`config.mk`:
```
export PLATFORM = sky130hd
export DESIGN_NAME = sfcb_ram
export DESIGN_NICKNAME = d
export VERILOG_FILES = /design/src/rtl/core/sfcb_ram.sv
export SDC_FILE = /design/constraint.sdc
export NUM_CORES = 1
export LEC_CHECK = 0
export BUFFER_PORTS_ARGS = -buffer_cell sky130_fd_sc_hd__buf_4
export CAP_MARGIN = 20
export CELL_PAD_IN_SITES_DETAIL_PLACEMENT = 2
export CELL_PAD_IN_SITES_GLOBAL_PLACEMENT = 2
export CORE_ASPECT_RATIO = 1.75
export CORE_UTILIZATION = 45
export DETAILED_ROUTE_END_ITERATION = 16
export PLACE_DENSITY_LB_ADDON = 0.1
export SYNTH_ARGS = -nofsm -noshare
export SYNTH_HDL_FRONTEND = slang
export SYNTH_SLANG_ARGS = --single-unit
```
`constraint.sdc`:
```
create_clock -name i_clk -period 6.1 [get_ports i_clk]
set_clock_uncertainty 0.1 [all_clocks]
set_input_delay 1.22 -clock i_clk [delete_from_list [all_inputs] [get_ports i_clk]]
set_output_delay 1.22 -clock i_clk [all_outputs]
set_load 0.01 [all_outputs]
```
`src/rtl/core/sfcb_ram.sv`:
```
// Generic single-port-write, single-port-read RAM with registered read.
module sfcb_ram #(
    parameter int unsigned WIDTH = 8,
    parameter int unsigned DEPTH = 16
) (
    input  logic                     i_clk,
    input  logic                     i_we,
    input  logic [$clog2(DEPTH)-1:0] i_waddr,
    input  logic [WIDTH-1:0]         i_wdata,
    input  logic [$clog2(DEPTH)-1:0] i_raddr,
    output logic [WIDTH-1:0]         o_rdata
);
    logic [WIDTH-1:0] r_mem [DEPTH];
    logic [WIDTH-1:0] r_rdata;

    always_ff @(posedge i_clk) begin
        if (i_we) begin
            r_mem[i_waddr] <= i_wdata;
        end
        r_rdata <= r_mem[i_raddr];
    end

    assign o_rdata = r_rdata;
endmodule

```
==> metrics.cfg, run 1 <==
[status]
outcome=finished, final reports clean

[route]
wirelength_um=11440
drtAntennaViolNets=0
drtIter0Drc=101
vias=2410
drc=0
first_pass_iters=4
wl_per_cell_um=27.84
via_per_inst=5.864

[clock_tree]
cts_post_setup_buffers_inserted=0
clk_pin_slew_worst_paths_ps=60
tritoncts=done
numCtsBuffers=17
hold_buffers=0
clk_latency_ps=410
cts_buffer_depth=2
clkSinkCount=136
h-tree-depth=4
cts.repair.resized=0
root_buffer=clkbuf_16

[synth]
synth.distinct_cells=19
yosysWarnings=0
synth_nets=247
yosysSeqAreaShare=0.7778
syn_area_um2=5147
synth_top_area_frac=0.7467
syn_avg_cell_area_um2=22.48
ys_seq_elements=136
synthTopCellsByArea=edfxtp_1, mux4_2, mux4_1, dfxtp_1, a22oi_1
yosys.area.top_type=edfxtp_1
syn_inst=229

[cells_and_area]
diodes=0
multiInputGateArea_um2=1062
finalNetCount=284
drive_above_1_share=0.2832
final_area_um2=6040
seq_area_um2=4004
fillers=939
area_delta_synth_final_pct=17.33

[placed_design]
io_buffers=25
finalWeightedCongestion=0.7151
dpl_cell_area_um2=5434
dp_slack_ps=2810
dp_hpwl_um=7417

[floorplanning]
fp.dieH_um=143.5
die_x_um=82.85
std_cell_rows=51
initial_core_util=0.4636
die-area_um2=11890
core_area_um2=11100
boundaryPins=26

[worst_hold_path]
hp-class=flip-flop to flip-flop

[run]
maxCapViolations=0

[sta]
setup_ws_ps=3483
fin_crit_sh=0.4291
max_freq_ghz=0.3821
finalSetupTns_ps=0
finalHoldViolations=0
fin_crit_ps=2617
rsz0062_at_grt=no
tightestPinTransition_ps=1061
slew_violations=0
setup_violations=0
maxSlewHeadroom=0.2903

[critical_path]
crit_arrival_ps=2550
required_ps=6030
start_kind=primary input
worstPathMaxFanout=8
end_kind=flip-flop
worstSetupPathType=primary input to flip-flop

[grt]
grt_pass1_vias=2710
grt_pass1_wl_um=17040
antenna_found_initial=0
grt_max_degree=33
overflow=0
track_usage=0.2096

[power]
p_per_area_nw_per_um2=361.8
leakage_uw=0.002019
vdd_drop_max_uv=242.1

## critical path, stage by stage
cell and delay [ps]:
buf_4 120, or3b_2 510, nor2_1 700
## routing by layer
layer,track usage,part of all wire,vias up
met5,0,0,-
met4,0.08711,0.011,0
met3,0.04365,0.027,7
met2,0.3719,0.56,67
met1,0.2480,0.40,1290
li1,-,-,1046
## layout by cell type, fill, tap and decap left out, types with 8 or more instances in the layout
| cell | netlist | routed |
|---|---|---|
| edfxtp_1 | 128 | 128 |
| buf_4 | 1 | 27 |
| nand2_1 | 9 | 9 |
| mux4_2 | 18 | 18 |
| a22oi_1 | 16 | 16 |
| mux4_1 | 14 | 14 |
| clkbuf_16 | 0 | 17 |
| nor2_1 | 13 | 13 |
| dfxtp_1 | 8 | 8 |
## synth_stat cells
library cell,instances
nor3_1,4
buf_2,3
or3b_2,1
dfxtp_1,8
a22oi_1,16
nand3b_1,2
mux4_1,14
nor2_1,13
and2b_1,1
buf_6,3
nand2_1,9
edfxtp_1,128
nand3_1,1
clkdlybuf4s25_2,3
buf_4,1
nor2b_1,1
mux4_2,18
and2_1,1
nand2b_1,2
## power breakdown
group	switching (µW)	internal, µW	leakage (µW)
Sequential	6.39	1040	0.00122
Combinational	59.4	43.9	0.000508
Clock	388	643	0.000287
## path summary, 6_finish.rpt
path	startpoint	end	slack (ps)	depth (start not counted)
setup / recovery	i_waddr[2]	r_mem[2][1]$_DFFE_PP_	3480	3
hold / removal	r_mem[12][5]$_DFFE_PP_	o_rdata[5]$_DFF_P_	590	3
setup reg to reg	r_mem[1][3]$_DFFE_PP_	o_rdata[3]$_DFF_P_	4580	3
hold reg to reg	r_mem[12][5]$_DFFE_PP_	o_rdata[5]$_DFF_P_	590	3
## state kept, by name, summed over array words and instances, names as in the netlist
name	count
r_mem	128
o_rdata	8
## logic make-up after synthesis
| family | Yosys count | share of synthesized area |
|---|---|---|
| and+or+nand+nor | 35 | 0.03184 |
| DFF | 136 | 0.7778 |
| buffers and inverters | 10 | 0.01677 |
| muxes | 32 | 0.1502 |
| AOI/OAI and AO/OA | 16 | 0.02334 |
## metrics by stage
step / util / power (µW) / std cells / hold slack [ps]
after floorplan: - / 1125 / 229 / 529.3
after global placement: 0.4894 / 1170 / 378 / 547.3
after detailed placement: 0.4894 / 1176 / 378 / 570.4
after CTS: 0.5435 / 2207 / 410 / 592.3
after global routing: 0.5439 / 2245 / 411 / 629.8
final: 0.5439 / 2185 / 411 / 585.7
## cell type report
cell class                      count  share of cell area
Clock inverter                     15             0.02900
Multi-Input combinational cell     83              0.1759
Tap cell                          132             0.02735
Clock buffer                       17             0.07044
Sequential cell                   136              0.6629
Timing Repair Buffer               28             0.03439
Power figures use the tool's default switching activity.
==> run 2: changes to the inputs <==
--- a/config.mk
+++ b/config.mk
@@ -5,12 +5,13 @@
 export SDC_FILE = /design/constraint.sdc
 export NUM_CORES = 1
 export LEC_CHECK = 0
+export ABC_AREA = 1
 export BUFFER_PORTS_ARGS = -buffer_cell sky130_fd_sc_hd__buf_4
 export CAP_MARGIN = 20
 export CELL_PAD_IN_SITES_DETAIL_PLACEMENT = 2
 export CELL_PAD_IN_SITES_GLOBAL_PLACEMENT = 2
 export CORE_ASPECT_RATIO = 1.75
-export CORE_UTILIZATION = 45
+export CORE_UTILIZATION = 40
 export DETAILED_ROUTE_END_ITERATION = 16
 export PLACE_DENSITY_LB_ADDON = 0.1
 export SYNTH_ARGS = -nofsm -noshare
==> constraint.sdc (replaced) <==
create_clock -name i_clk -period 2.62 [get_ports i_clk]
set_clock_uncertainty 0.1 [all_clocks]
set_input_delay 0.524 -clock i_clk [delete_from_list [all_inputs] [get_ports i_clk]]
set_output_delay 0.524 -clock i_clk [all_outputs]
set_load 0.01 [all_outputs]
==> run 2 against run 1 <==
Compared with the run above:
- critical endpoint is now o_rdata[0]
- combinational power rose to 3.2 times the previous value
- clock power up 140%
- via count is 67% higher
- highest routed layer unchanged
- synthesized area rose by 12%
- worst setup slack got worse by 2500 ps
==> metrics.cfg, run 2 <==
[status]
outcome=finished, final reports clean  ; unchanged

[route]
wl_per_cell_um=21.35  ; was 27.84 µm
vias=4017  ; was 2410
first_pass_iters=4  ; unchanged
drtIter0Drc=157  ; was 101
via_per_inst=5.150  ; was 5.864
drtAntennaViolNets=0  ; unchanged
wirelength_um=16650  ; was 11440 µm
drc=0  ; unchanged

[synth]
syn_inst=551  ; was 229
synthMuxAreaShare=0  ; was 0.1502
async_reset_ff_frac=0  ; unchanged
synthTopCellsByArea=edfxtp_1, nand2_1, nand3_1, inv_1, dfxtp_1  ; was edfxtp_1, mux4_2, mux4_1, dfxtp_1, a22oi_1
synth_compound_area_frac=0  ; was 0.02333
synth.distinct_cells=12  ; was 19
yosysSeqAreaShare=0.6943  ; was 0.7778
synth_top_family_by_area=simple AND/OR/NAND/NOR gates  ; was multiplexers
synthTopCellsByCount=nand2_1, edfxtp_1, inv_1, nand3_1, nor2_1  ; was edfxtp_1, mux4_2, a22oi_1, mux4_1, nor2_1
yosysMostFrequentCell=nand2_1  ; was edfxtp_1
yosys.area.top_type=edfxtp_1  ; unchanged
synth-simple-area-share=0.2105  ; was 0.03184
synth_nets=569  ; was 247
synth_xor_area_frac=0  ; unchanged
synth_fa_ha_area_frac=0  ; unchanged
syn_avg_cell_area_um2=10.47  ; was 22.48 µm²
synth_top_area_frac=0.6665  ; was 0.7467
syn_area_um2=5767  ; was 5147 µm²
ys_seq_elements=136  ; unchanged
yosysWarnings=0  ; unchanged
synth_ff_type=edfxtp_1  ; unchanged
synth-edff-count=128  ; unchanged

[sta]
finalSetupTns_ps=0  ; unchanged
finalHoldViolations=0  ; unchanged
max_freq_ghz=0.6190
fin_crit_ps=1616
setup_violations=0  ; unchanged
tightestPinTransition_ps=715.8  ; was 1061 ps
slew_violations=0  ; unchanged
maxSlewHeadroom=0.5221  ; was 0.2903
rsz0062_at_grt=no  ; unchanged
fin_crit_sh=0.6166

[critical_path]
r2r_start=r_mem[4][2]$_DFFE_PP_  ; was r_mem[1][3]$_DFFE_PP_
worstPathMaxFanout=1  ; was 8
crit_arrival_ps=990  ; was 2550 ps
worstSetupPathType=flip-flop to output pin  ; was primary input to flip-flop
end_kind=output pin  ; was flip-flop
cpMaxStageDelayCell=dfxtp_1  ; was nor2_1
required_ps=2000  ; was 6030 ps
reg2reg_setup_slack_ps=1470  ; was 4580 ps
reg2reg_depth=6  ; was 3
critPathTopFamily=flip-flops  ; was simple AND/OR/NAND/NOR gates
path_buf_inv=1  ; unchanged
r2r-end=o_rdata[2]$_DFF_P_  ; was o_rdata[3]$_DFF_P_
start_kind=flip-flop  ; was primary input
cpPeakStageDelay_ps=420  ; was 700 ps
crit_chain=buf_4  ; was buf_4 -> or3b_2 -> nor2_1

[clock_tree]
tritoncts=done  ; unchanged
clk_pin_slew_worst_paths_ps=60  ; about the same
clkSinkCount=136  ; unchanged
clk_latency_ps=420  ; was 410 ps
numCtsBuffers=17  ; unchanged
cts.repair.resized=0  ; unchanged
cts_post_setup_buffers_inserted=0  ; unchanged
cts_buffer_depth=2  ; unchanged
root_buffer=clkbuf_16  ; unchanged
hold_buffers=0  ; unchanged
h-tree-depth=4  ; unchanged

[placed_design]
finalWeightedCongestion=0.7964  ; was 0.7151
dp_hpwl_um=10360  ; was 7417 µm
dpl_cell_area_um2=6177  ; was 5434 µm²
io_buffers=25  ; unchanged

[power]
pwr-share-comb=0.062  ; was 0.047
power_frac_seq=0.463  ; was 0.481
power.internal_uw=4127  ; was 1732 µW
p_sw_uw=1175  ; was 453.3 µW
p_per_area_nw_per_um2=779.4  ; was 361.8 nW/µm²
p_sw_frac=0.2217  ; was 0.2075
clockPowerShare=0.475  ; was 0.472
leakage_uw=0.002945  ; was 0.002019 µW
vdd_drop_max_uv=577.8  ; was 242.1 µV

[floorplanning]
die-area_um2=14920  ; was 11890 µm²
core_area_um2=13980  ; was 11100 µm²
fp.dieH_um=160.8  ; was 143.5 µm
initial_core_util=0.4125  ; was 0.4636
boundaryPins=26  ; unchanged
std_cell_rows=57  ; was 51
die_x_um=92.77  ; was 82.85 µm

[cells_and_area]
top_register=r_mem  ; unchanged
final_common_cell=nand2_1  ; was edfxtp_1
diodes=0  ; unchanged
finalNetCount=608  ; was 284
largest_reg_flops=128  ; unchanged
area_delta_synth_final_pct=17.99  ; was 17.33%
final_area_um2=6804  ; was 6040 µm²
final_cell_mix=nand2_1, edfxtp_1, inv_1, nand3_1, buf_4  ; was edfxtp_1, buf_4, mux4_2, clkbuf_16, a22oi_1
drive_above_1_share=0.1294  ; was 0.2832

[grt]
antenna_found_initial=0  ; unchanged
grt_max_degree=65  ; was 33
track_usage=0.2399  ; was 0.2096
overflow=0  ; unchanged
grt_pass1_vias=4486  ; was 2710
grt_pass1_wl_um=25650  ; was 17040 µm

[worst_hold_path]
min_to=r_mem[5][0]$_DFFE_PP_  ; was o_rdata[5]$_DFF_P_
holdPathStages=1  ; was 3
hp-class=primary input to flip-flop  ; was flip-flop to flip-flop
worstHoldStart=i_wdata[0]  ; was r_mem[12][5]$_DFFE_PP_

[run]
maxCapViolations=0  ; unchanged

-- run 2: logic make-up (layout without fill, tap and decap cells) --
| group | Yosys count | count (layout) |
|---|---|---|
| flops | 136 | 136 |
| simple gates | 289 | 289 |
| buf+inv | 126 | 178 |
-- run 2: area by class of cell --
| type | instances | area [µm²] |
|---|---|---|
| inverter | 102 | 382.9 |
| clock inverter | 15 | 201.4 |
| tap | 177 | 221.5 |
| timing repair buffer | 44 | 355.3 |
| sequential | 136 | 4004 |
| multi-input combinational | 289 | 1214 |
| fill | 1444 | 7174 |
| clock buffer | 17 | 425.4 |
-- run 2: worst max-delay path by stage --
stage,from,cells after the start,end,slack [ps]
2_1_floorplan,i_waddr[2],2,r_mem[10][0]$_DFFE_PP_,1050
3_3_place_gp,i_waddr[3],4,r_mem[6][5]$_DFFE_PP_,730
3_5_place_dp,i_waddr[3],4,r_mem[6][2]$_DFFE_PP_,700
4_1_cts,o_rdata[0]$_DFF_P_,1,o_rdata[0],970
5_1_grt,o_rdata[0]$_DFF_P_,1,o_rdata[0],990
6_report,o_rdata[0]$_DFF_P_,1,o_rdata[0],1000
-- run 2: metal layers --
layer,part of all wire,track usage,vias to the layer above
met5,0,0,-
li1,-,-,1850
met1,0.40,0.2819,2068
met4,0.016,0.07413,0
met2,0.56,0.4398,79
met3,0.023,0.03883,20
-- run 2: power by group through the flow --
stage               logic (µW)  clock network [µW]  registers, µW
floorplan                  172                   0           2500
finish                     329                2520           2450
global placement           312                   0           2500
CTS                        338                2550           2450
detailed placement         327                   0           2500
global route               363                2610           2460
-- run 2: stage by stage --
| step | util | power, µW | instances | hold slack (ps) | worst slack (ps) |
|---|---|---|---|---|---|
| floorplan | - | 2668 | 551 | 507.4 | 1045 |
| global placement | 0.4419 | 2808 | 748 | 559.3 | 730.1 |
| detailed placement | 0.4419 | 2825 | 748 | 579.7 | 700.2 |
| CTS | 0.4868 | 5342 | 780 | 323.9 | 972.1 |
| global route | 0.4868 | 5432 | 780 | 347.7 | 991.9 |
| finish | 0.4868 | 5303 | 780 | 329.2 | 1004 |
==> run 3: changes to the inputs <==
==> constraint.sdc (replaced) <==
create_clock -name i_clk -period 1.5 [get_ports i_clk]
set_clock_uncertainty 0.1 [all_clocks]
set_input_delay 0.3 -clock i_clk [delete_from_list [all_inputs] [get_ports i_clk]]
set_output_delay 0.3 -clock i_clk [all_outputs]
set_load 0.01 [all_outputs]
==> run 3 against run 2 <==
Compared with the run above:
- combinational power rose by 94%
- wire length rose by 9.5%
- flip-flop and latch count did not move
- critical path depth did not move
- largest cell class unchanged
- core utilization rose by 1.2 points
- count of clock-buffer cells in the layout rose by 3
- global-route usage rose by 2.9 points
- register-to-register slack got worse by 1100 ps
- sequential share of layout area fell by 1.4 points
- first-iteration DRC count rose by 52%
- critical path type unchanged
- cell area rose by 2.5%
==> metrics.cfg, run 3 (synthesized netlist as in run 2, its figures left out) <==
[critical_path]
cpPeakStageDelay_ps=380  ; was 420 ps
required_ps=1100  ; was 2000 ps
crit_chain=buf_4  ; unchanged
worstPathMaxFanout=1  ; unchanged
cpMaxStageDelayCell=dfxtp_1  ; unchanged
worstSetupPathType=flip-flop to output pin  ; unchanged
end_kind=output pin  ; unchanged
crit_path_start=o_rdata[7]$_DFF_P_  ; was o_rdata[0]$_DFF_P_
crit_arrival_ps=950  ; was 990 ps
path_buf_inv=1  ; unchanged
critPathTopFamily=flip-flops  ; unchanged
start_kind=flip-flop  ; unchanged
r2r_start=r_mem[10][5]$_DFFE_PP_  ; was r_mem[4][2]$_DFFE_PP_

[sta]
hold_slack_ps=109.6  ; was 329.2 ps
max_freq_ghz=0.7391
tightestPinTransition_ps=404.4  ; was 715.8 ps
slew_violations=0  ; unchanged
setup_ws_ps=147.0  ; was 1004 ps
finalHoldViolations=0  ; unchanged
setup_violations=0  ; unchanged
fin_crit_sh=0.9020
rsz0062_at_grt=no  ; unchanged
maxSlewHeadroom=0.7301  ; was 0.5221
fin_crit_ps=1353

[clock_tree]
clkSinkCount=136  ; unchanged
root_buffer=clkbuf_16  ; unchanged
cts_post_setup_buffers_inserted=0  ; unchanged
clk_pin_slew_worst_paths_ps=60  ; about the same
h-tree-depth=4  ; unchanged
hold_buffers=0  ; unchanged
tritoncts=done  ; unchanged
cts.repair.resized=0  ; unchanged
cts_buffer_depth=2  ; unchanged
clk_latency_ps=420  ; about the same
numCtsBuffers=17  ; unchanged

[placed_design]
finalWeightedCongestion=0.7351  ; was 0.7964
io_buffers=25  ; unchanged
dp_slack_ps=-27.12  ; was 700.2 ps
dp_hpwl_um=11230  ; was 10360 µm
numPlacedInstances=766  ; was 748

[route]
wl_per_cell_um=22.84  ; was 21.35 µm
via_per_inst=5.197  ; was 5.150
drtIter0Drc=238  ; was 157
first_pass_iters=4  ; unchanged
drc=0  ; unchanged
wirelength_um=18230  ; was 16650 µm
drtAntennaViolNets=0  ; unchanged
vias=4147  ; was 4017

[power]
p_per_area_nw_per_um2=1320  ; was 779.4 nW/µm²
leakage_uw=0.003038  ; was 0.002945 µW
p_total_uw=9208  ; was 5303 µW
vdd_drop_max_uv=989.3  ; was 577.8 µV

[floorplanning]
core_area_um2=13980  ; unchanged
std_cell_rows=57  ; unchanged
initial_core_util=0.4125  ; unchanged
die-area_um2=14920  ; unchanged
die_x_um=92.77  ; unchanged
boundaryPins=26  ; unchanged
fp.dieH_um=160.8  ; unchanged

[grt]
overflow=0  ; unchanged
antenna_found_initial=0  ; unchanged
grt_max_degree=35  ; was 65
track_usage=0.2693  ; was 0.2399
grt_pass1_vias=4775  ; was 4486
grt_pass1_wl_um=28460  ; was 25650 µm

[cells_and_area]
finalNetCount=626  ; was 608
seq_area_um2=4004  ; unchanged
top_register=r_mem  ; unchanged
final_common_cell=nand2_1  ; unchanged
diodes=0  ; unchanged
utilization=0.4990  ; was 0.4868
area_delta_synth_final_pct=20.96  ; was 17.99%
fillers=1455  ; was 1444
final_cell_mix=nand2_1, edfxtp_1, inv_1, nand3_1, buf_4  ; unchanged
multiInputGateArea_um2=1214  ; unchanged
largest_reg_flops=128  ; unchanged
finalNonFillerCells=798  ; was 780
drive_above_1_share=0.1481  ; was 0.1294

[worst_hold_path]
worstHoldStart=i_wdata[1]  ; was i_wdata[0]
hp-class=primary input to flip-flop  ; unchanged

[run]
maxCapViolations=0  ; unchanged

[status]
outcome=finished, final reports clean  ; unchanged

==> run 3: final timing paths <==
check,endpoint,slack [ps],cells after the start
hold reg to reg,o_rdata[4]$_DFF_P_,570,6
setup reg to reg,o_rdata[5]$_DFF_P_,340,6
hold / removal,r_mem[0][1]$_DFFE_PP_,110,1
setup / recovery,o_rdata[7],150,1
==> run 3: final cells by class <==
class,instances,share of cell area
Clock buffer,20,0.06404
Clock inverter,12,0.02206
Inverter,102,0.05489
Multi-Input combinational cell,289,0.1740
Sequential cell,136,0.5740
Tap cell,177,0.03175
Timing Repair Buffer,62,0.07928
==> run 3: routing by layer <==
layer	wire, µm	GRT usage	vias to the layer above	part of all wire
li1	-	-	1890	-
met1	7154	0.3161	2100	0.39
met2	9830	0.4686	115	0.54
met3	646	0.04972	42	0.035
met4	597	0.1266	0	0.033
met5	0	0	-	0
==> run 3: where the power goes <==
part	switching (µW)	leakage (µW)	internal, µW
clock network	1630	0.000278	2650
registers	37.1	0.00122	4250
logic	421	0.00154	217
total	2090	0.00304	7120
==> run 3: stage by stage <==
stage               setup TNS [ps]  instance area (µm²)
finish                           0                 6975
global route                     0                 6975
CTS                              0                 6975
detailed placement          -489.7                 6375
global placement            -86.13                 6375
floorplan                        0                 5767
